<file path="src/hdl/tcpq_pkg.sv">
// ----------------------------------------------------------------------------
// tcpq_pkg
// Shared types, codes and defaults of the three-class priority queue server.
// ----------------------------------------------------------------------------
`default_nettype none

package tcpq_pkg;

   localparam int QUEUE_DEPTH_DEF = 16;
   localparam int TAG_BITS_DEF    = 16;
   localparam int COUNT_BITS_DEF  = 16;

   localparam int NUM_CLASSES = 3;
   localparam int CLASS_BITS  = 2;

   localparam int OP_W     = 2;
   localparam int PRIO_W   = 3;
   localparam int TAG_W    = 16;
   localparam int STATUS_W = 2;
   localparam int LEN_W    = 5;
   localparam int TOTAL_W  = 16;

   localparam logic [OP_W-1:0] OP_ADMIT = 2'd0;
   localparam logic [OP_W-1:0] OP_SERVE = 2'd1;
   localparam logic [OP_W-1:0] OP_CLEAR = 2'd2;

   localparam logic [PRIO_W-1:0] PRIO_HIGH = 3'd1;
   localparam logic [PRIO_W-1:0] PRIO_LOW  = 3'd3;

   localparam logic [STATUS_W-1:0] STATUS_OK       = 2'd0;
   localparam logic [STATUS_W-1:0] STATUS_BAD_PRIO = 2'd1;
   localparam logic [STATUS_W-1:0] STATUS_FULL     = 2'd2;
   localparam logic [STATUS_W-1:0] STATUS_EMPTY    = 2'd3;

   localparam logic [CLASS_BITS-1:0] CLASS_NONE = 2'd0;

   typedef logic [CLASS_BITS-1:0] cls_type;

   typedef enum logic [2:0] {
      CMD_ADMIT,
      CMD_SERVE,
      CMD_CLEAR,
      CMD_NOP,
      CMD_REJECT
   } cmd_kind_type;

   typedef struct packed {
      cmd_kind_type     kind;
      cls_type          cls;
      logic [TAG_W-1:0] tag;
   } cmd_type;

   typedef struct packed {
      logic [STATUS_W-1:0]   status;
      logic [TAG_W-1:0]      served_tag;
      logic [CLASS_BITS-1:0] served_class;
      logic [LEN_W-1:0]      high_length;
      logic [LEN_W-1:0]      medium_length;
      logic [LEN_W-1:0]      low_length;
      logic [TOTAL_W-1:0]    total_served;
      logic [TAG_W-1:0]      last_tag;
      logic [CLASS_BITS-1:0] last_class;
   } rsp_type;

endpackage

`default_nettype wire

</file>
<file path="src/hdl/tcpq_if.sv">
// ----------------------------------------------------------------------------
// tcpq_if
// Request and response channels with valid/ready handshake.
// ----------------------------------------------------------------------------
`default_nettype none

interface tcpq_req_if import tcpq_pkg::*; ();
   logic              valid;
   logic              ready;
   logic [OP_W-1:0]   op;
   logic [PRIO_W-1:0] priority_req;
   logic [TAG_W-1:0]  item_tag;

   modport source (output valid, output op, output priority_req, output item_tag,
                   input ready);
   modport sink   (input valid, input op, input priority_req, input item_tag,
                   output ready);
endinterface

interface tcpq_rsp_if import tcpq_pkg::*; ();
   logic                  valid;
   logic                  ready;
   logic [STATUS_W-1:0]   status;
   logic [TAG_W-1:0]      served_tag;
   logic [CLASS_BITS-1:0] served_class;
   logic [LEN_W-1:0]      high_length;
   logic [LEN_W-1:0]      medium_length;
   logic [LEN_W-1:0]      low_length;
   logic [TOTAL_W-1:0]    total_served;
   logic [TAG_W-1:0]      last_tag;
   logic [CLASS_BITS-1:0] last_class;

   modport source (output valid, output status, output served_tag, output served_class,
                   output high_length, output medium_length, output low_length,
                   output total_served, output last_tag, output last_class,
                   input ready);
   modport sink   (input valid, input status, input served_tag, input served_class,
                   input high_length, input medium_length, input low_length,
                   input total_served, input last_tag, input last_class,
                   output ready);
endinterface

`default_nettype wire

</file>
<file path="src/hdl/tcpq_ram.sv">
// ----------------------------------------------------------------------------
// tcpq_ram
// Generic single-write, single-read RAM with registered read data.
// ----------------------------------------------------------------------------
`default_nettype none

module tcpq_ram import tcpq_pkg::*; #(
   parameter int WIDTH = TAG_BITS_DEF,
   parameter int DEPTH = NUM_CLASSES * QUEUE_DEPTH_DEF,
   localparam int ADDR_BITS = $clog2(DEPTH)
) (
   input  logic                 clock,
   input  logic                 wr_en,
   input  logic [ADDR_BITS-1:0] wr_addr,
   input  logic [WIDTH-1:0]     wr_data,
   input  logic                 rd_en,
   input  logic [ADDR_BITS-1:0] rd_addr,
   output logic [WIDTH-1:0]     rd_data
);

   logic [WIDTH-1:0] store_ff [DEPTH];
   logic [WIDTH-1:0] rd_data_ff;

   always_ff @(posedge clock) begin
      if (wr_en) begin
         store_ff[wr_addr] <= wr_data;
      end
      if (rd_en) begin
         rd_data_ff <= store_ff[rd_addr];
      end
   end

   assign rd_data = rd_data_ff;

endmodule

`default_nettype wire

</file>
<file path="src/hdl/tcpq_front.sv">
// ----------------------------------------------------------------------------
// tcpq_front
// Accepts requests, decodes them into commands and buffers them in a
// two-entry command queue.
// ----------------------------------------------------------------------------
`default_nettype none

module tcpq_front import tcpq_pkg::*; (
   input  logic       clock,
   input  logic       reset,
   tcpq_req_if.sink   req_ch,
   output logic       cmd_valid,
   output cmd_type    cmd,
   input  logic       cmd_ready
);

   localparam int FIFO_DEPTH = 2;

   cmd_type    slot_ff [FIFO_DEPTH];
   cmd_type    slot_in [FIFO_DEPTH];
   logic [1:0] fill_ff, fill_in;
   logic       wr_ptr_ff, wr_ptr_in;
   logic       rd_ptr_ff, rd_ptr_in;
   cmd_type    cmd_new;
   logic       push, pop;

   always_comb begin
      cmd_new.tag  = req_ch.item_tag;
      cmd_new.cls  = CLASS_NONE;
      cmd_new.kind = CMD_NOP;
      case (req_ch.op)
         OP_ADMIT: begin
            if (req_ch.priority_req >= PRIO_HIGH && req_ch.priority_req <= PRIO_LOW) begin
               cmd_new.kind = CMD_ADMIT;
               cmd_new.cls  = CLASS_BITS'(req_ch.priority_req - PRIO_HIGH);
            end else begin
               cmd_new.kind = CMD_REJECT;
            end
         end
         OP_SERVE: cmd_new.kind = CMD_SERVE;
         OP_CLEAR: cmd_new.kind = CMD_CLEAR;
         default:  cmd_new.kind = CMD_NOP;
      endcase
   end

   assign req_ch.ready = (fill_ff != 2'(FIFO_DEPTH));
   assign cmd_valid    = (fill_ff != 2'd0);
   assign cmd          = slot_ff[rd_ptr_ff];
   assign push         = req_ch.valid && req_ch.ready;
   assign pop          = cmd_valid && cmd_ready;

   always_comb begin
      slot_in   = slot_ff;
      wr_ptr_in = wr_ptr_ff;
      rd_ptr_in = rd_ptr_ff;
      if (push) begin
         slot_in[wr_ptr_ff] = cmd_new;
         wr_ptr_in          = !wr_ptr_ff;
      end
      if (pop) begin
         rd_ptr_in = !rd_ptr_ff;
      end
      fill_in = fill_ff + 2'(push) - 2'(pop);
   end

   always_ff @(posedge clock) begin
      slot_ff <= slot_in;
      if (reset) begin
         fill_ff   <= 2'd0;
         wr_ptr_ff <= 1'b0;
         rd_ptr_ff <= 1'b0;
      end else begin
         fill_ff   <= fill_in;
         wr_ptr_ff <= wr_ptr_in;
         rd_ptr_ff <= rd_ptr_in;
      end
   end

endmodule

`default_nettype wire

</file>
<file path="src/hdl/tcpq_back.sv">
// ----------------------------------------------------------------------------
// tcpq_back
// Executes commands against the three class queues and the service history,
// and holds the response register.
// ----------------------------------------------------------------------------
`default_nettype none

module tcpq_back import tcpq_pkg::*; #(
   parameter int QUEUE_DEPTH = QUEUE_DEPTH_DEF,
   parameter int TAG_BITS    = TAG_BITS_DEF,
   parameter int COUNT_BITS  = COUNT_BITS_DEF
) (
   input  logic        clock,
   input  logic        reset,
   input  logic        cmd_valid,
   input  cmd_type     cmd,
   output logic        cmd_ready,
   tcpq_rsp_if.source  rsp_ch
);

   localparam int PTR_BITS   = $clog2(QUEUE_DEPTH);
   localparam int CNT_BITS   = $clog2(QUEUE_DEPTH + 1);
   localparam int STORE_BITS = (TAG_BITS < TAG_W) ? TAG_BITS : TAG_W;
   localparam int RAM_DEPTH  = NUM_CLASSES * QUEUE_DEPTH;
   localparam int ADDR_BITS  = $clog2(RAM_DEPTH);

   typedef enum logic {ST_EXEC, ST_FETCH} state_type;

   state_type             state_ff, state_in;
   logic [PTR_BITS-1:0]   head_ff  [NUM_CLASSES];
   logic [PTR_BITS-1:0]   head_in  [NUM_CLASSES];
   logic [PTR_BITS-1:0]   tail_ff  [NUM_CLASSES];
   logic [PTR_BITS-1:0]   tail_in  [NUM_CLASSES];
   logic [CNT_BITS-1:0]   count_ff [NUM_CLASSES];
   logic [CNT_BITS-1:0]   count_in [NUM_CLASSES];
   logic [COUNT_BITS-1:0] served_ff, served_in;
   logic                  hist_valid_ff, hist_valid_in;
   logic [STORE_BITS-1:0] hist_tag_ff, hist_tag_in;
   cls_type               hist_class_ff, hist_class_in;
   logic                  rsp_valid_ff, rsp_valid_in;
   rsp_type               rsp_ff, rsp_in;

   logic                  slot_free, pop;
   logic                  pick_found;
   cls_type               pick;
   logic                  wr_en, rd_en;
   logic [ADDR_BITS-1:0]  wr_addr, rd_addr;
   logic [STORE_BITS-1:0] rd_data;

   function automatic logic [PTR_BITS-1:0] ptr_next(input logic [PTR_BITS-1:0] p);
      ptr_next = (p == PTR_BITS'(QUEUE_DEPTH - 1)) ? '0 : p + 1'b1;
   endfunction

   tcpq_ram #(
      .WIDTH (STORE_BITS),
      .DEPTH (RAM_DEPTH)
   ) u_store (
      .clock   (clock),
      .wr_en   (wr_en),
      .wr_addr (wr_addr),
      .wr_data (STORE_BITS'(cmd.tag)),
      .rd_en   (rd_en),
      .rd_addr (rd_addr),
      .rd_data (rd_data)
   );

   assign slot_free = !rsp_valid_ff || rsp_ch.ready;
   assign cmd_ready = (state_ff == ST_EXEC) && slot_free;
   assign pop       = cmd_valid && cmd_ready;

   // strict priority: lowest class index with entries wins
   always_comb begin
      pick_found = 1'b1;
      pick       = 2'd0;
      if (count_ff[0] != '0) begin
         pick = 2'd0;
      end else if (count_ff[1] != '0) begin
         pick = 2'd1;
      end else if (count_ff[2] != '0) begin
         pick = 2'd2;
      end else begin
         pick_found = 1'b0;
      end
   end

   assign wr_addr = ADDR_BITS'(cmd.cls) * ADDR_BITS'(QUEUE_DEPTH)
                    + ADDR_BITS'(tail_ff[cmd.cls]);
   assign rd_addr = ADDR_BITS'(pick) * ADDR_BITS'(QUEUE_DEPTH)
                    + ADDR_BITS'(head_ff[pick]);

   always_comb begin
      state_in      = state_ff;
      head_in       = head_ff;
      tail_in       = tail_ff;
      count_in      = count_ff;
      served_in     = served_ff;
      hist_valid_in = hist_valid_ff;
      hist_tag_in   = hist_tag_ff;
      hist_class_in = hist_class_ff;
      rsp_in        = rsp_ff;
      rsp_valid_in  = rsp_valid_ff && !rsp_ch.ready;
      wr_en         = 1'b0;
      rd_en         = 1'b0;

      case (state_ff)
         ST_EXEC: begin
            if (pop) begin
               rsp_in.status       = STATUS_OK;
               rsp_in.served_tag   = '0;
               rsp_in.served_class = CLASS_NONE;
               case (cmd.kind)
                  CMD_ADMIT: begin
                     if (count_ff[cmd.cls] == CNT_BITS'(QUEUE_DEPTH)) begin
                        rsp_in.status = STATUS_FULL;
                     end else begin
                        wr_en             = 1'b1;
                        tail_in[cmd.cls]  = ptr_next(tail_ff[cmd.cls]);
                        count_in[cmd.cls] = count_ff[cmd.cls] + 1'b1;
                     end
                  end
                  CMD_REJECT: rsp_in.status = STATUS_BAD_PRIO;
                  CMD_SERVE: begin
                     if (!pick_found) begin
                        rsp_in.status = STATUS_EMPTY;
                     end else begin
                        rd_en               = 1'b1;
                        head_in[pick]       = ptr_next(head_ff[pick]);
                        count_in[pick]      = count_ff[pick] - 1'b1;
                        if (served_ff != '1) begin
                           served_in = served_ff + 1'b1;
                        end
                        hist_valid_in       = 1'b1;
                        hist_class_in       = pick + 2'd1;
                        rsp_in.served_class = pick + 2'd1;
                        state_in            = ST_FETCH;
                     end
                  end
                  CMD_CLEAR: begin
                     served_in     = '0;
                     hist_valid_in = 1'b0;
                     hist_tag_in   = '0;
                     hist_class_in = CLASS_NONE;
                  end
                  default: ;
               endcase
               rsp_in.high_length   = LEN_W'(count_in[0]);
               rsp_in.medium_length = LEN_W'(count_in[1]);
               rsp_in.low_length    = LEN_W'(count_in[2]);
               rsp_in.total_served  = TOTAL_W'(served_in);
               rsp_in.last_tag      = hist_valid_in ? TAG_W'(hist_tag_in) : '0;
               rsp_in.last_class    = hist_valid_in ? hist_class_in : CLASS_NONE;
               rsp_valid_in         = (state_in == ST_EXEC);
            end
         end
         ST_FETCH: begin
            // popped tag arrives in the cycle after the read
            hist_tag_in       = rd_data;
            rsp_in.served_tag = TAG_W'(rd_data);
            rsp_in.last_tag   = TAG_W'(rd_data);
            rsp_valid_in      = 1'b1;
            state_in          = ST_EXEC;
         end
         default: state_in = ST_EXEC;
      endcase
   end

   always_ff @(posedge clock) begin
      rsp_ff <= rsp_in;
      if (reset) begin
         state_ff      <= ST_EXEC;
         for (int i = 0; i < NUM_CLASSES; i++) begin
            head_ff[i]  <= '0;
            tail_ff[i]  <= '0;
            count_ff[i] <= '0;
         end
         served_ff     <= '0;
         hist_valid_ff <= 1'b0;
         hist_tag_ff   <= '0;
         hist_class_ff <= CLASS_NONE;
         rsp_valid_ff  <= 1'b0;
      end else begin
         state_ff      <= state_in;
         head_ff       <= head_in;
         tail_ff       <= tail_in;
         count_ff      <= count_in;
         served_ff     <= served_in;
         hist_valid_ff <= hist_valid_in;
         hist_tag_ff   <= hist_tag_in;
         hist_class_ff <= hist_class_in;
         rsp_valid_ff  <= rsp_valid_in;
      end
   end

   assign rsp_ch.valid         = rsp_valid_ff;
   assign rsp_ch.status        = rsp_ff.status;
   assign rsp_ch.served_tag    = rsp_ff.served_tag;
   assign rsp_ch.served_class  = rsp_ff.served_class;
   assign rsp_ch.high_length   = rsp_ff.high_length;
   assign rsp_ch.medium_length = rsp_ff.medium_length;
   assign rsp_ch.low_length    = rsp_ff.low_length;
   assign rsp_ch.total_served  = rsp_ff.total_served;
   assign rsp_ch.last_tag      = rsp_ff.last_tag;
   assign rsp_ch.last_class    = rsp_ff.last_class;

endmodule

`default_nettype wire

</file>
<file path="src/hdl/three_class_priority_queue_server.sv">
// ----------------------------------------------------------------------------
// three_class_priority_queue_server
// Strict-priority scheduler over three tag FIFOs (high, medium, low).
//
//   Channel  Dir  Handshake     Transfer
//   req_ch   in   valid/ready   op, priority_req, item_tag
//   rsp_ch   out  valid/ready   status, served tag/class, queue lengths,
//                               total served, last served tag/class
//
// Admit, clear, reject and no-op commands finish in the back end's execute
// state; a serve with a hit waits in fetch for the registered tag RAM read.
// Requests reach the back end through the registered command queue.
// The two-entry command queue lets up to two requests in while rsp_ch stalls.
// Synchronous reset empties all class queues and the service history; the
// tag RAM needs no clearing.
// ----------------------------------------------------------------------------
`default_nettype none

module three_class_priority_queue_server import tcpq_pkg::*; #(
   parameter int QUEUE_DEPTH = QUEUE_DEPTH_DEF,
   parameter int TAG_BITS    = TAG_BITS_DEF,
   parameter int COUNT_BITS  = COUNT_BITS_DEF
) (
   input  logic        clock,
   input  logic        reset,
   tcpq_req_if.sink    req_ch,
   tcpq_rsp_if.source  rsp_ch
);

   logic    cmd_valid;
   logic    cmd_ready;
   cmd_type cmd;

   tcpq_front u_front (
      .clock     (clock),
      .reset     (reset),
      .req_ch    (req_ch),
      .cmd_valid (cmd_valid),
      .cmd       (cmd),
      .cmd_ready (cmd_ready)
   );

   tcpq_back #(
      .QUEUE_DEPTH (QUEUE_DEPTH),
      .TAG_BITS    (TAG_BITS),
      .COUNT_BITS  (COUNT_BITS)
   ) u_back (
      .clock     (clock),
      .reset     (reset),
      .cmd_valid (cmd_valid),
      .cmd       (cmd),
      .cmd_ready (cmd_ready),
      .rsp_ch    (rsp_ch)
   );

endmodule

`default_nettype wire

</file>
<file path="src/flat_wrapper.sv">
// flat-port wrapper written by rule: the top's interface ports become plain ports
module three_class_priority_queue_server_flat import tcpq_pkg::*;
#(
   parameter int QUEUE_DEPTH = QUEUE_DEPTH_DEF,
   parameter int TAG_BITS    = TAG_BITS_DEF,
   parameter int COUNT_BITS  = COUNT_BITS_DEF
)
  (clock, reset, req_ch_valid, req_ch_op, req_ch_priority_req, req_ch_item_tag, req_ch_ready, rsp_ch_valid, rsp_ch_status, rsp_ch_served_tag, rsp_ch_served_class, rsp_ch_high_length, rsp_ch_medium_length, rsp_ch_low_length, rsp_ch_total_served, rsp_ch_last_tag, rsp_ch_last_class, rsp_ch_ready);
  tcpq_req_if req_ch_i ();
  tcpq_rsp_if rsp_ch_i ();
  input  logic clock;
  input  logic reset;
  input wire logic [$bits(req_ch_i.valid)-1:0] req_ch_valid;
  input wire logic [$bits(req_ch_i.op)-1:0] req_ch_op;
  input wire logic [$bits(req_ch_i.priority_req)-1:0] req_ch_priority_req;
  input wire logic [$bits(req_ch_i.item_tag)-1:0] req_ch_item_tag;
  output wire logic [$bits(req_ch_i.ready)-1:0] req_ch_ready;
  output wire logic [$bits(rsp_ch_i.valid)-1:0] rsp_ch_valid;
  output wire logic [$bits(rsp_ch_i.status)-1:0] rsp_ch_status;
  output wire logic [$bits(rsp_ch_i.served_tag)-1:0] rsp_ch_served_tag;
  output wire logic [$bits(rsp_ch_i.served_class)-1:0] rsp_ch_served_class;
  output wire logic [$bits(rsp_ch_i.high_length)-1:0] rsp_ch_high_length;
  output wire logic [$bits(rsp_ch_i.medium_length)-1:0] rsp_ch_medium_length;
  output wire logic [$bits(rsp_ch_i.low_length)-1:0] rsp_ch_low_length;
  output wire logic [$bits(rsp_ch_i.total_served)-1:0] rsp_ch_total_served;
  output wire logic [$bits(rsp_ch_i.last_tag)-1:0] rsp_ch_last_tag;
  output wire logic [$bits(rsp_ch_i.last_class)-1:0] rsp_ch_last_class;
  input wire logic [$bits(rsp_ch_i.ready)-1:0] rsp_ch_ready;
  assign req_ch_i.valid = req_ch_valid;
  assign req_ch_i.op = req_ch_op;
  assign req_ch_i.priority_req = req_ch_priority_req;
  assign req_ch_i.item_tag = req_ch_item_tag;
  assign req_ch_ready = req_ch_i.ready;
  assign rsp_ch_valid = rsp_ch_i.valid;
  assign rsp_ch_status = rsp_ch_i.status;
  assign rsp_ch_served_tag = rsp_ch_i.served_tag;
  assign rsp_ch_served_class = rsp_ch_i.served_class;
  assign rsp_ch_high_length = rsp_ch_i.high_length;
  assign rsp_ch_medium_length = rsp_ch_i.medium_length;
  assign rsp_ch_low_length = rsp_ch_i.low_length;
  assign rsp_ch_total_served = rsp_ch_i.total_served;
  assign rsp_ch_last_tag = rsp_ch_i.last_tag;
  assign rsp_ch_last_class = rsp_ch_i.last_class;
  assign rsp_ch_i.ready = rsp_ch_ready;
  three_class_priority_queue_server #(.QUEUE_DEPTH(QUEUE_DEPTH), .TAG_BITS(TAG_BITS), .COUNT_BITS(COUNT_BITS)) u_core (.clock(clock), .reset(reset), .req_ch(req_ch_i), .rsp_ch(rsp_ch_i));
endmodule
</file>
<file path="config.mk">
export PLATFORM = sky130hd
export DESIGN_NAME = three_class_priority_queue_server_flat
export DESIGN_NICKNAME = d
export VERILOG_FILES = /design/src/hdl/tcpq_pkg.sv /design/src/hdl/tcpq_if.sv /design/src/hdl/tcpq_ram.sv /design/src/hdl/tcpq_front.sv /design/src/hdl/tcpq_back.sv /design/src/hdl/three_class_priority_queue_server.sv /design/src/flat_wrapper.sv
export SDC_FILE = /design/constraint.sdc
export NUM_CORES = 1
export LEC_CHECK = 0
export BUFFER_PORTS_ARGS = -buffer_cell sky130_fd_sc_hd__buf_2
export CORE_MARGIN = 3
export CORE_UTILIZATION = 67
export CTS_CLUSTER_DIAMETER = 120
export DETAILED_ROUTE_END_ITERATION = 8
export HOLD_SLACK_MARGIN = 0.15
export PLACE_DENSITY = 0.85
export SLEW_MARGIN = 20
export SYNTH_ARGS = -nofsm -noshare
export SYNTH_HDL_FRONTEND = slang
export SYNTH_SLANG_ARGS = --single-unit
</file>
<file path="constraint.sdc">
create_clock -name clock -period 8.8 [get_ports clock]
set_input_delay 0.44 -clock clock [delete_from_list [all_inputs] [get_ports clock]]
set_output_delay 0.44 -clock clock [all_outputs]
set_load 0.05 [all_outputs]
</file>
; ---- Yosys cells after proc, flatten, opt, wreduce, memory -nomap -nowiden
; Memories as Yosys holds them, arrays and structs flattened. A register that Yosys moved wholly into a read port is not among the register bits.
; Index checks and enable logic that the tools add are counted.
[op_classes]
addsub = 11
eq_ne = 11
n_mux = 83
n_bitwise = 7
magnitude_cmp = 9
reduce_logical = 23
[ops]
columns = operator, count
row1 = $pmux W16 S2, 4
row2 = $mux W21, 4
row3 = $mux W16, 5
row4 = $mux W67, 1
row5 = $bwmux W42, 1
row6 = $mux W4, 8
row7 = $bwmux W15, 2
row8 = $mux W15, 2
row9 = $mux W5, 6
row10 = $pmux W15 S2, 1
row11 = $bwmux W12, 2
row12 = $mux W2, 11
row13 = $demux W21 S1, 1
row14 = $bmux W5 S2, 2
row15 = $demux W5 S2, 2
row16 = $mux W1, 20
row17 = $add A16 B1 Y16 const B, 1
row18 = $bmux W4 S2, 2
row19 = $demux W4 S2, 2
row20 = $ne A16 B16 Y1 const B, 1
row21 = $reduce_bool A5 Y1, 3
row22 = $add A6 B4 Y6, 2
row23 = $pmux W3 S3, 1
row24 = $add A4 B1 Y4 const B, 2
row25 = 36 further kinds, 58
[word_totals]
ram_bits = 768
reg_bits = 191
input_bits = 25
out_inout_bits = 71
memories = 1
elab_cells = 178
[memory_table]
columns = memory, depth, width, read_ports, rd_ports_with_merged_regs, write_ports, line_no
row1 = u_core.u_back.u_store.store_ff, 48, 16, 1, 1, 1, tcpq_ram.sv:21  ; logic [WIDTH-1:0] store_ff [DEPTH];

; ---- Logic depth before layout (Yosys ltp)
; Gate-level depths: netlist of run 1.
[depth]
ltp_word = 15
mapped_depth = 15
ltp_nobuf = 13

; ---- Cells and area by module
; Synthesis of run 1 repeated with hierarchy kept, for this count alone.
[unflattened]
cells_unflattened = 2362
hier_area_um2 = 39486.6
[modules_own_cells]
columns = module, area_each_um2, instances, seq_area_each_um2, cells_each
row1 = tcpq_ram, 30456.7, 1, 23542.6, 1499
row2 = tcpq_back, 7226.9, 1, 3593.4, 762
row3 = tcpq_front, 1803.0, 1, 1341.3, 101

; ---- Worst setup path before layout of run 1
; Ideal clock, no wire load.
[synth_timing]
kind = register -> register
startpoint = register u_core.u_front.rd_ptr_ff
endpoint = memory u_core.u_back.u_store.store_ff[23][0] (netlist name), enable pin
path_stages_with_launch = 12
n_path_buf = 3
synth_period_minus_slack_ns = 4.065
arrival_time_ns = 3.655
required_ns = 8.391
setup_slack_ns = 4.735
setup_time_ns = 0.409
cell_sequence = dfxtp_1 buf_2 mux2i_2 buf_2 mux2i_1 o21ai_0 inv_1 ha_1 nor4b_2 buf_2 or3_1 nor3_1
[synth_between]
elab_chain_cells = 15
elab_cells_between_ends = 20
cone_classes = add/sub: 1 / eq/ne: 1 / mux: 15 / bitwise: 2 / reduce/logical: 1
[synth_lines]
columns = item, line_no
row1 = from (decl), tcpq_front.sv:23  ; logic rd_ptr_ff, rd_ptr_in;
row2 = from (signal assigned), tcpq_front.sv:75  ; rd_ptr_ff <= rd_ptr_in;
row3 = $not A1 Y2 (not written as such) (*), tcpq_front.sv:48  ; assign cmd = slot_ff[rd_ptr_ff];
row4 = $mux W21 (not written as such) (*) (3 in series), tcpq_front.sv:48
row5 = $not A2 Y3 (not written as such), "tcpq_back.sv:87, tcpq_back.sv:113"
row6 = $bmux W5 S2, tcpq_back.sv:113  ; if (count_ff[cmd.cls] == CNT_BITS'(QUEUE_DEPTH)) begin
row7 = $mux W5 (not written as such) (2 in series), tcpq_back.sv:113
row8 = $eq A5 B5 Y1, tcpq_back.sv:113
row9 = $mux W1, tcpq_back.sv:113
row10 = $mux W1, tcpq_back.sv:111  ; case (cmd.kind)
row11 = $mux W1, tcpq_back.sv:107  ; if (pop) begin
row12 = $mux W1, tcpq_back.sv:105  ; case (state_ff)
row13 = $mux W1, tcpq_ram.sv:25  ; if (wr_en) begin
row14 = $mux W1 (not written as such), tcpq_ram.sv:26  ; store_ff[wr_addr] <= wr_data;
row15 = to (decl), tcpq_ram.sv:21
; Mark *: on every way between the ends. The rest lies on a longest branch, timed or not. The select of a mux whose other input is x is not followed.

; ---- Final worst setup path of run 1
[layout_timing]
startpoint = register u_core.u_front.rd_ptr_ff
endpoint = memory u_core.u_back.u_store.store_ff[45][13] (netlist name), enable pin
; Same word-level chain as after synthesis.

==> results.md, run 1 <==
| Metric | Value | Unit |
| --- | --- | --- |
| Time the worst path needs with I/O delays and setup | 5170 | ps |
| Post-route setup TNS | 0 | ps |
| Maximum ir drop on the vdd rail | 0.000327 | V |
| PnR Total Power | 15.3 | mW |
| Sink Count | 975 | - |
| Pwr/cell area | 351 | nW/um2 |
| Maximum number of pins on one net before global-route repair | 111 | - |
| Height of the die | 247 | um |
| Cell types with the largest area share after synthesis | sky130_fd_sc_hd__edfxtp_1 69%, sky130_fd_sc_hd__mux2i_1 4.2%, sky130_fd_sc_hd__dfxtp_1 4.1%, sky130_fd_sc_hd__nand2_1 4.0%, sky130_fd_sc_hd__mux4_2 3.7% | - |
| Vias | 24700 | - |
| Slew @ Worst Pin | 1210 | ps |
| Chip Width | 247 | um |
| Initial Utilization | 0.685 | - |
| Final-report setup violation count | 0 | - |
| Cell variety after synth | 77 | - |
| Worst-case register-to-register setup slack | 3630 | ps |
| Warnings, synthesis | 0 | - |
| All-Layer GR Usage | 0.347 | - |
| Setup WS post-layout | 3630 | ps |
| Area Overhead vs Synth | 11.5 | % |
| Sequential fraction of the synthesis area | 0.729 | - |
| Violation count after the first detailed-route iteration | 4063 | - |
| Max-slew violation count | 0 | - |
| Commonest cells after routing, fill and taps aside | 895 x sky130_fd_sc_hd__edfxtp_1, 412 x sky130_fd_sc_hd__nand2_1, 182 x sky130_fd_sc_hd__nor2_1 | - |
| Die area | 61200 | um2 |
| Endpoint of the most critical register-to-register path | u_core.u_back.u_store.store_ff[45][13] | - |
| Largest clock skew in the final design | 28.4 | ps |
| Number of hold violations in the final report | 0 | - |
| Worst setup path startpoint | u_core.u_front.rd_ptr_ff | - |
| I/O pins | 96 | - |
| Final estimated routing congestion in global placement | 0.966 | - |
| Endpoint type of the worst setup path | register | - |
| Instance count along the most critical hold path | 2 | - |
| DRT Pass-1 Iters | 7 | - |
| Highest fanout seen on the critical path | 16 | - |
| Via count of the first global-routing pass | 23700 | - |
| Buffer levels on the longest clock path | 3 | - |
| Most heavily used metal layer in global routing | met2 | - |
| Final core utilization | 0.763 | - |
| Top cell type by total area after synthesis | sky130_fd_sc_hd__edfxtp_1 | - |
| WP buf/inv | 1 | - |
| Gate count of the mapped netlist | 2631 | - |
| Critical Path, Cell by Cell | mux2i_2 > and2_1 > nand2_1 > o21ai_0 > inv_1 > ha_1 > nor4b_2 > or2_2 > nor2_1 > nand3_1 > nor2_2 | - |
| Leading cell type in the layout, fill and taps excluded | sky130_fd_sc_hd__edfxtp_1 | - |
| Class of the most critical hold timing path | in2reg | - |
| Flip-flop and latch count after synthesis | 975 | - |
| Area share of the largest cell type after synthesis | 0.688 | - |
| Critical path's top delay family | simple AND/OR/NAND/NOR gates | - |
| # resized after CTS | 0 | - |
| Proportion of synthesized flip-flops having asynchronous set or reset | 0 | - |
| CP max-delay cell | sky130_fd_sc_hd__nor2_2 | - |
| Post-DR vias/cell | 6.86 | - |
| Hold buffers post-CTS | 19 | - |
| Launching point of the worst reg2reg path | u_core.u_front.rd_ptr_ff | - |
| Clock-pin transition on the worst setup and hold timing paths | 60 | ps |
| Tcrit/Tclk final | 0.587 | - |
| Fraction of layout instances using a drive strength above 1 | 0.150 | - |
| Met1 layer usage reported by global route | 0.471 | - |
| Destination of the worst hold path | u_core.u_front.slot_ff[37] | - |
| Number of flops mapped to enable cells by yosys | 895 | - |
| GRT overflow | 0 | - |
| Max-capacitance violation count | 0 | - |
| Post-place setup slack | 3850 | ps |
| Wire length of the first global-routing pass | 154000 | um |
| Final nets | 2804 | - |
| Routed wirelength normalized by instance count | 29.2 | um |
| Worst-Skew Late Latency | 670 | ps |
| Cell Area, Synth | 39100 | um2 |
| Placeable core area | 57000 | um2 |
| Antenna violations before repair | 6 | - |
| Slowest stage delay, CP | 980 | ps |
| Req. time, crit path | 9080 | ps |
| Antenna-violating nets left | 0 | - |
| Run status | finished clean | - |
| Count of unresolved DRC violations after routing | 0 | - |
| Total routed wirelength | 105000 | um |
| Max-Slew Margin vs Limit | 0.186 | - |
| Clock H-tree levels | 3 | - |
| CTS Root Cell | sky130_fd_sc_hd__clkbuf_16 | - |
| Port buffer count | 95 | - |
| RSZ-0062 raised after global routing | false | - |
| Synth Area per Inst | 14.8 | um2 |
| TritonCTS buffer count | 92 | - |
| TritonCTS clock tree | done | - |
| Type of the worst setup path | reg2reg | - |
| Number of setup buffers added after CTS | 0 | - |
| Global routing met2 resource utilization | 0.540 | - |
| Diodes inserted | 0 | - |
| Synthesized netlist net count | 2669 | - |
| Hold_ws | 189 | ps |
| Achievable clock frequency | 194 | MHz |
| Sort of element at the start of the critical path | register | - |
| Standard-cell rows | 87 | - |
| Post-DP HPWL | 59800 | um |
| Most used flip-flop cell after synthesis | sky130_fd_sc_hd__edfxtp_1 | - |
| CP arrival | 5450 | ps |
| Leakage power of the design | 14.9 | nW |
| Count of cells along the worst register-to-register path | 11 | - |
| Origin of the worst min-delay path | req_ch_priority_req[0] | - |
| Global routing usage on met3 | 0.0720 | - |
sequential cells by signal, indices dropped and copies added (netlist names), 2 cells and up:
signal                              flops
u_core.u_back.rsp_ch.high_length        5
u_core.u_back.rsp_ch.medium_length      5
u_core.u_back.served_ff                16
u_core.u_back.rsp_ch.last_tag          16
u_core.u_back.u_store.store_ff        768
u_core.u_back.rsp_ch.total_served      16
u_core.u_back.hist_tag_ff              16
u_core.u_front.slot_ff                 42
u_core.u_back.tail_ff                  12
u_core.u_back.rsp_ch.served_class       2
u_core.u_back.hist_class_ff             2
u_core.u_front.fill_ff                  2
u_core.u_back.rsp_ch.last_class         2
u_core.u_back.rsp_ch.status             2
u_core.u_back.head_ff                  12
u_core.u_back.count_ff                 15
u_core.u_back.u_store.rd_data          16
u_core.u_back.rsp_ch.low_length         5
u_core.u_back.rsp_ch.served_tag        16
stage by stage:
step,instance area [um2],instances
2_1_floorplan,39100,2631
3_3_place_gp,40200,3407
3_5_place_dp,40300,3408
4_1_cts,43500,3595
5_1_grt,43500,3596
6_report,43500,3596
cell usage after synthesis, types with 24 or more instances:
master,count
sky130_fd_sc_hd__nor2_1,197
sky130_fd_sc_hd__mux2i_1,165
sky130_fd_sc_hd__and2_1,24
sky130_fd_sc_hd__mux4_2,64
sky130_fd_sc_hd__edfxtp_1,895
sky130_fd_sc_hd__nand3_1,158
sky130_fd_sc_hd__o22ai_1,49
sky130_fd_sc_hd__a32oi_1,49
sky130_fd_sc_hd__o21ai_0,32
sky130_fd_sc_hd__buf_2,46
sky130_fd_sc_hd__nand2_1,412
sky130_fd_sc_hd__clkbuf_1,69
sky130_fd_sc_hd__dfxtp_1,80
sky130_fd_sc_hd__a21oi_1,78
cells by family after synthesis:
family,Yosys count,share of synthesized area
flip-flops,975,0.729
AO/OA/AOI/OAI,321,0.0564
XOR/XNOR,13,0.00292
AND/OR/NAND/NOR,888,0.0986
multiplexers,249,0.0851
buffers and inverters,172,0.0236
adder cells (fa/ha/maj),13,0.00416
metal layers:
layer	vias up	share of wire
met1	12000	0.35
met5	-	0.00029
met4	4	0.068
met3	425	0.12
li1	10300	-
met2	2024	0.46
power by group:
group	leakage (nW)	internal [mW]	total (mW)	switching, mW
registers	8.77	5.81	5.97	0.163
logic	4.71	1.49	5.33	3.84
clock network	1.47	2.28	3.99	1.71
total	14.9	9.58	15.3	5.72
final cells by class:
cell class | instances | area [um2]
Sequential cell | 975 | 28500
Fill cell | 3198 | 13500
Multi-Input combinational cell | 1484 | 9750
Clock buffer | 122 | 2510
Timing Repair Buffer | 187 | 1250
Tap cell | 756 | 946
Clock inverter | 46 | 507
Inverter | 26 | 101
worst max path at each step:
stage | to | slack [ps] | cells past startpoint
global route | u_core.u_back.u_store.store_ff[37][2] | 3360 | 11
CTS | u_core.u_back.u_store.rd_data[14] | 3840 | 10
detailed placement | u_core.u_back.u_store.rd_data[14] | 3850 | 10
floorplan | u_core.u_back.u_store.store_ff[23][0] | 4740 | 11
finish | u_core.u_back.u_store.store_ff[45][13] | 3630 | 11
global placement | u_core.u_back.u_store.store_ff[46][6] | 3570 | 11
(Power assumes the default switching activity.)
==> run 2, diff against run 1 <==
--- a/config.mk
+++ b/config.mk
@@ -7,11 +7,11 @@
 export LEC_CHECK = 0
 export BUFFER_PORTS_ARGS = -buffer_cell sky130_fd_sc_hd__buf_2
 export CORE_MARGIN = 3
-export CORE_UTILIZATION = 67
+export CORE_UTILIZATION = 56
 export CTS_CLUSTER_DIAMETER = 120
 export DETAILED_ROUTE_END_ITERATION = 8
 export HOLD_SLACK_MARGIN = 0.15
-export PLACE_DENSITY = 0.85
+export PLACE_DENSITY = 0.75
 export SLEW_MARGIN = 20
 export SYNTH_ARGS = -nofsm -noshare
 export SYNTH_HDL_FRONTEND = slang
==> constraint.sdc (replaced) <==
create_clock -name clock -period 4.4 [get_ports clock]
set_input_delay 0.22 -clock clock [delete_from_list [all_inputs] [get_ports clock]]
set_output_delay 0.22 -clock clock [all_outputs]
set_load 0.05 [all_outputs]
==> results.md, run 2 (synthesized netlist as in run 1, its figures left out) <==
| Metric | Value | Unit |
| --- | --- | --- |
| Run status | finished clean | - |
| Count of unresolved DRC violations after routing | 0 | - |
| Initial Utilization | 0.567 | - |
| Slowest stage delay, CP | 580 | ps |
| Flip-flop count of the largest register, all copies and words added | 768 | - |
| Final estimated routing congestion in global placement | 0.915 | - |
| All-Layer GR Usage | 0.263 | - |
| Placed Instances | 3618 | - |
| Total routed wirelength | 96800 | um |
| Highest fanout seen on the critical path | 62 | - |
| Maximum number of pins on one net before global-route repair | 81 | - |
| Vias | 23800 | - |
| Origin of the worst min-delay path | reset | - |
| Max-Slew Margin vs Limit | 0.228 | - |
| Leading cell type in the layout, fill and taps excluded | sky130_fd_sc_hd__edfxtp_1 | - |
| Fraction of layout instances using a drive strength above 1 | 0.159 | - |
| Internal Dissipation | 19.4 | mW |
| Endpoint type of the worst setup path | register | - |
| Pwr/cell area | 693 | nW/um2 |
| Time the worst path needs with I/O delays and setup | 3970 | ps |
| I/O pins | 96 | - |
| CP arrival | 4370 | ps |
| Launching point of the worst reg2reg path | u_core.u_back.count_ff[0] | - |
| Buffer levels on the longest clock path | 3 | - |
| Antenna-violating nets left | 0 | - |
| Wire length of the first global-routing pass | 145000 | um |
| Req. time, crit path | 4800 | ps |
| Antenna violations before repair | 4 | - |
| Via count of the first global-routing pass | 23400 | - |
| GRT overflow | 0 | - |
| Standard-cell rows | 96 | - |
| Clock-pin transition on the worst setup and hold timing paths | 60 | ps |
| Critical Path, Cell by Cell | or4_4 > o2111a_1 > o21ai_1 > and2_4 > buf_12 > buf_4 > mux2i_1 > a32oi_1 > o21a_1 | - |
| Diodes inserted | 0 | - |
| Maximum ir drop on the vdd rail | 0.000948 | V |
| Leakage power of the design | 15.2 | nW |
| Largest clock skew in the final design | 18.8 | ps |
| Placeable core area | 68800 | um2 |
| DRT Pass-1 Iters | 7 | - |
| Routed wirelength normalized by instance count | 25.4 | um |
| Slew @ Worst Pin | 1160 | ps |
| Port buffer count | 95 | - |
| CP max-delay cell | sky130_fd_sc_hd__or4_4 | - |
| Height of the die | 270 | um |
| Area Overhead vs Synth | 13.1 | % |
| Post-route setup TNS | 0 | ps |
| Worst setup path startpoint | u_core.u_back.count_ff[0] | - |
| Final-report setup violation count | 0 | - |
| Class of the most critical hold timing path | in2reg | - |
| Post-DP HPWL | 57800 | um |
| Worst-Skew Late Latency | 650 | ps |
| RSZ-0062 raised after global routing | false | - |
| Final nets | 2846 | - |
| TritonCTS clock tree | done | - |
| WP buf/inv | 2 | - |
| Commonest cells after routing, fill and taps aside | 895 x sky130_fd_sc_hd__edfxtp_1, 412 x sky130_fd_sc_hd__nand2_1, 196 x sky130_fd_sc_hd__nor2_1 | - |
| Non-filler cells in the finished layout | 3818 | - |
| Chip Width | 270 | um |
| Critical path's top delay family | simple AND/OR/NAND/NOR gates | - |
| Max-slew violation count | 0 | - |
| Tcrit/Tclk final | 0.901 | - |
| Die area | 72900 | um2 |
| Clock H-tree levels | 3 | - |
| Sort of element at the start of the critical path | register | - |
| Net switching power of the design | 11.2 | mW |
| Type of the worst setup path | reg2reg | - |
| Power share of the clock group | 0.257 | - |
| Violation count after the first detailed-route iteration | 3051 | - |
| Top Registers | u_core.u_back.u_store.store_ff: 768 flops, u_core.u_front.slot_ff: 42 flops | - |
| Sink Count | 975 | - |
| CTS Root Cell | sky130_fd_sc_hd__clkbuf_16 | - |
| Number of setup buffers added after CTS | 0 | - |
| Achievable clock frequency | 252 | MHz |
| Post-DR vias/cell | 6.23 | - |
| Sequential share of power | 0.390 | - |
| Max-capacitance violation count | 0 | - |
| Switching share of total power | 0.367 | - |
| TritonCTS buffer count | 95 | - |
| Combinational cell fraction of total power | 0.353 | - |
| Number of hold violations in the final report | 0 | - |
| Register with the most flip-flops | u_core.u_back.u_store.store_ff | - |
[run 2: cell types whose count changed in the layout (fill, tap and decap cells not counted), sizes merged]
cell         delta
buf            +35
bufinv          -4
clkbuf          +5
clkinv          +3
clkinvlp        +3
dlygate4sd3     +4
inv             +1
[run 2: timing repair]
action	4_1_cts	5_1_grt
gates resized for setup	0	0
setup endpoints to repair	0	0
endpoints found under the hold margin	44	0
hold buffers	23	0
[run 2: routing by layer]
layer	global-route usage	routed length [um]	vias to the layer above
li1	-	-	10300
met5	0	0	-
met3	0.0395	9850	234
met4	0.119	4360	0
met1	0.363	36600	11800
met2	0.421	45900	1454
[run 2: tightest hold or removal path, stage by stage]
cell and delay, ps:
sky130_fd_sc_hd__buf_2 100, sky130_fd_sc_hd__buf_4 360, sky130_fd_sc_hd__nor2_1 180
[run 2: cell type report]
type	count	area, um2
Inverter	26	101
Clock buffer	127	2620
Tap cell	931	1160
Fill cell	4738	24700
Timing Repair Buffer	226	1680
Clock inverter	49	388
Sequential cell	975	28500
Multi-Input combinational cell	1484	9740
[run 2: power by group through the flow]
stage	combinational, mW	sequential, mW	clock [mW]
final	10.8	11.9	7.87
after detailed placement	10.5	12.1	0
after floorplan	5.79	13.0	0
after global routing	11.3	12.0	8.32
after global placement	10.3	12.1	0
after CTS	10.6	11.9	7.96
[run 2: stage by stage]
stage / power (mW) / hold WS [ps] / area (um2) / setup slack (ps) / util
2_1_floorplan: 18.8 / 319 / 39100 / 335 / -
3_3_place_gp: 22.5 / 408 / 40900 / 439 / 0.594
3_5_place_dp: 22.7 / 412 / 40900 / 447 / 0.594
4_1_cts: 30.5 / 246 / 44100 / 427 / 0.641
5_1_grt: 31.6 / 315 / 44200 / 321 / 0.642
6_report: 30.6 / 265 / 44200 / 435 / 0.642
[run 2: path summary, 6_finish.rpt]
| kind | end | slack (ps) | cells past startpoint |
|---|---|---|---|
| worst max-delay path | u_core.u_back.u_store.rd_data[13] | 430 | 9 |
| worst min-delay path | u_core.u_back.hist_tag_ff[11] | 270 | 3 |
| worst max register to register | u_core.u_back.u_store.rd_data[13] | 430 | 9 |
| worst min register to register | u_core.u_back.head_ff[5] | 460 | 2 |
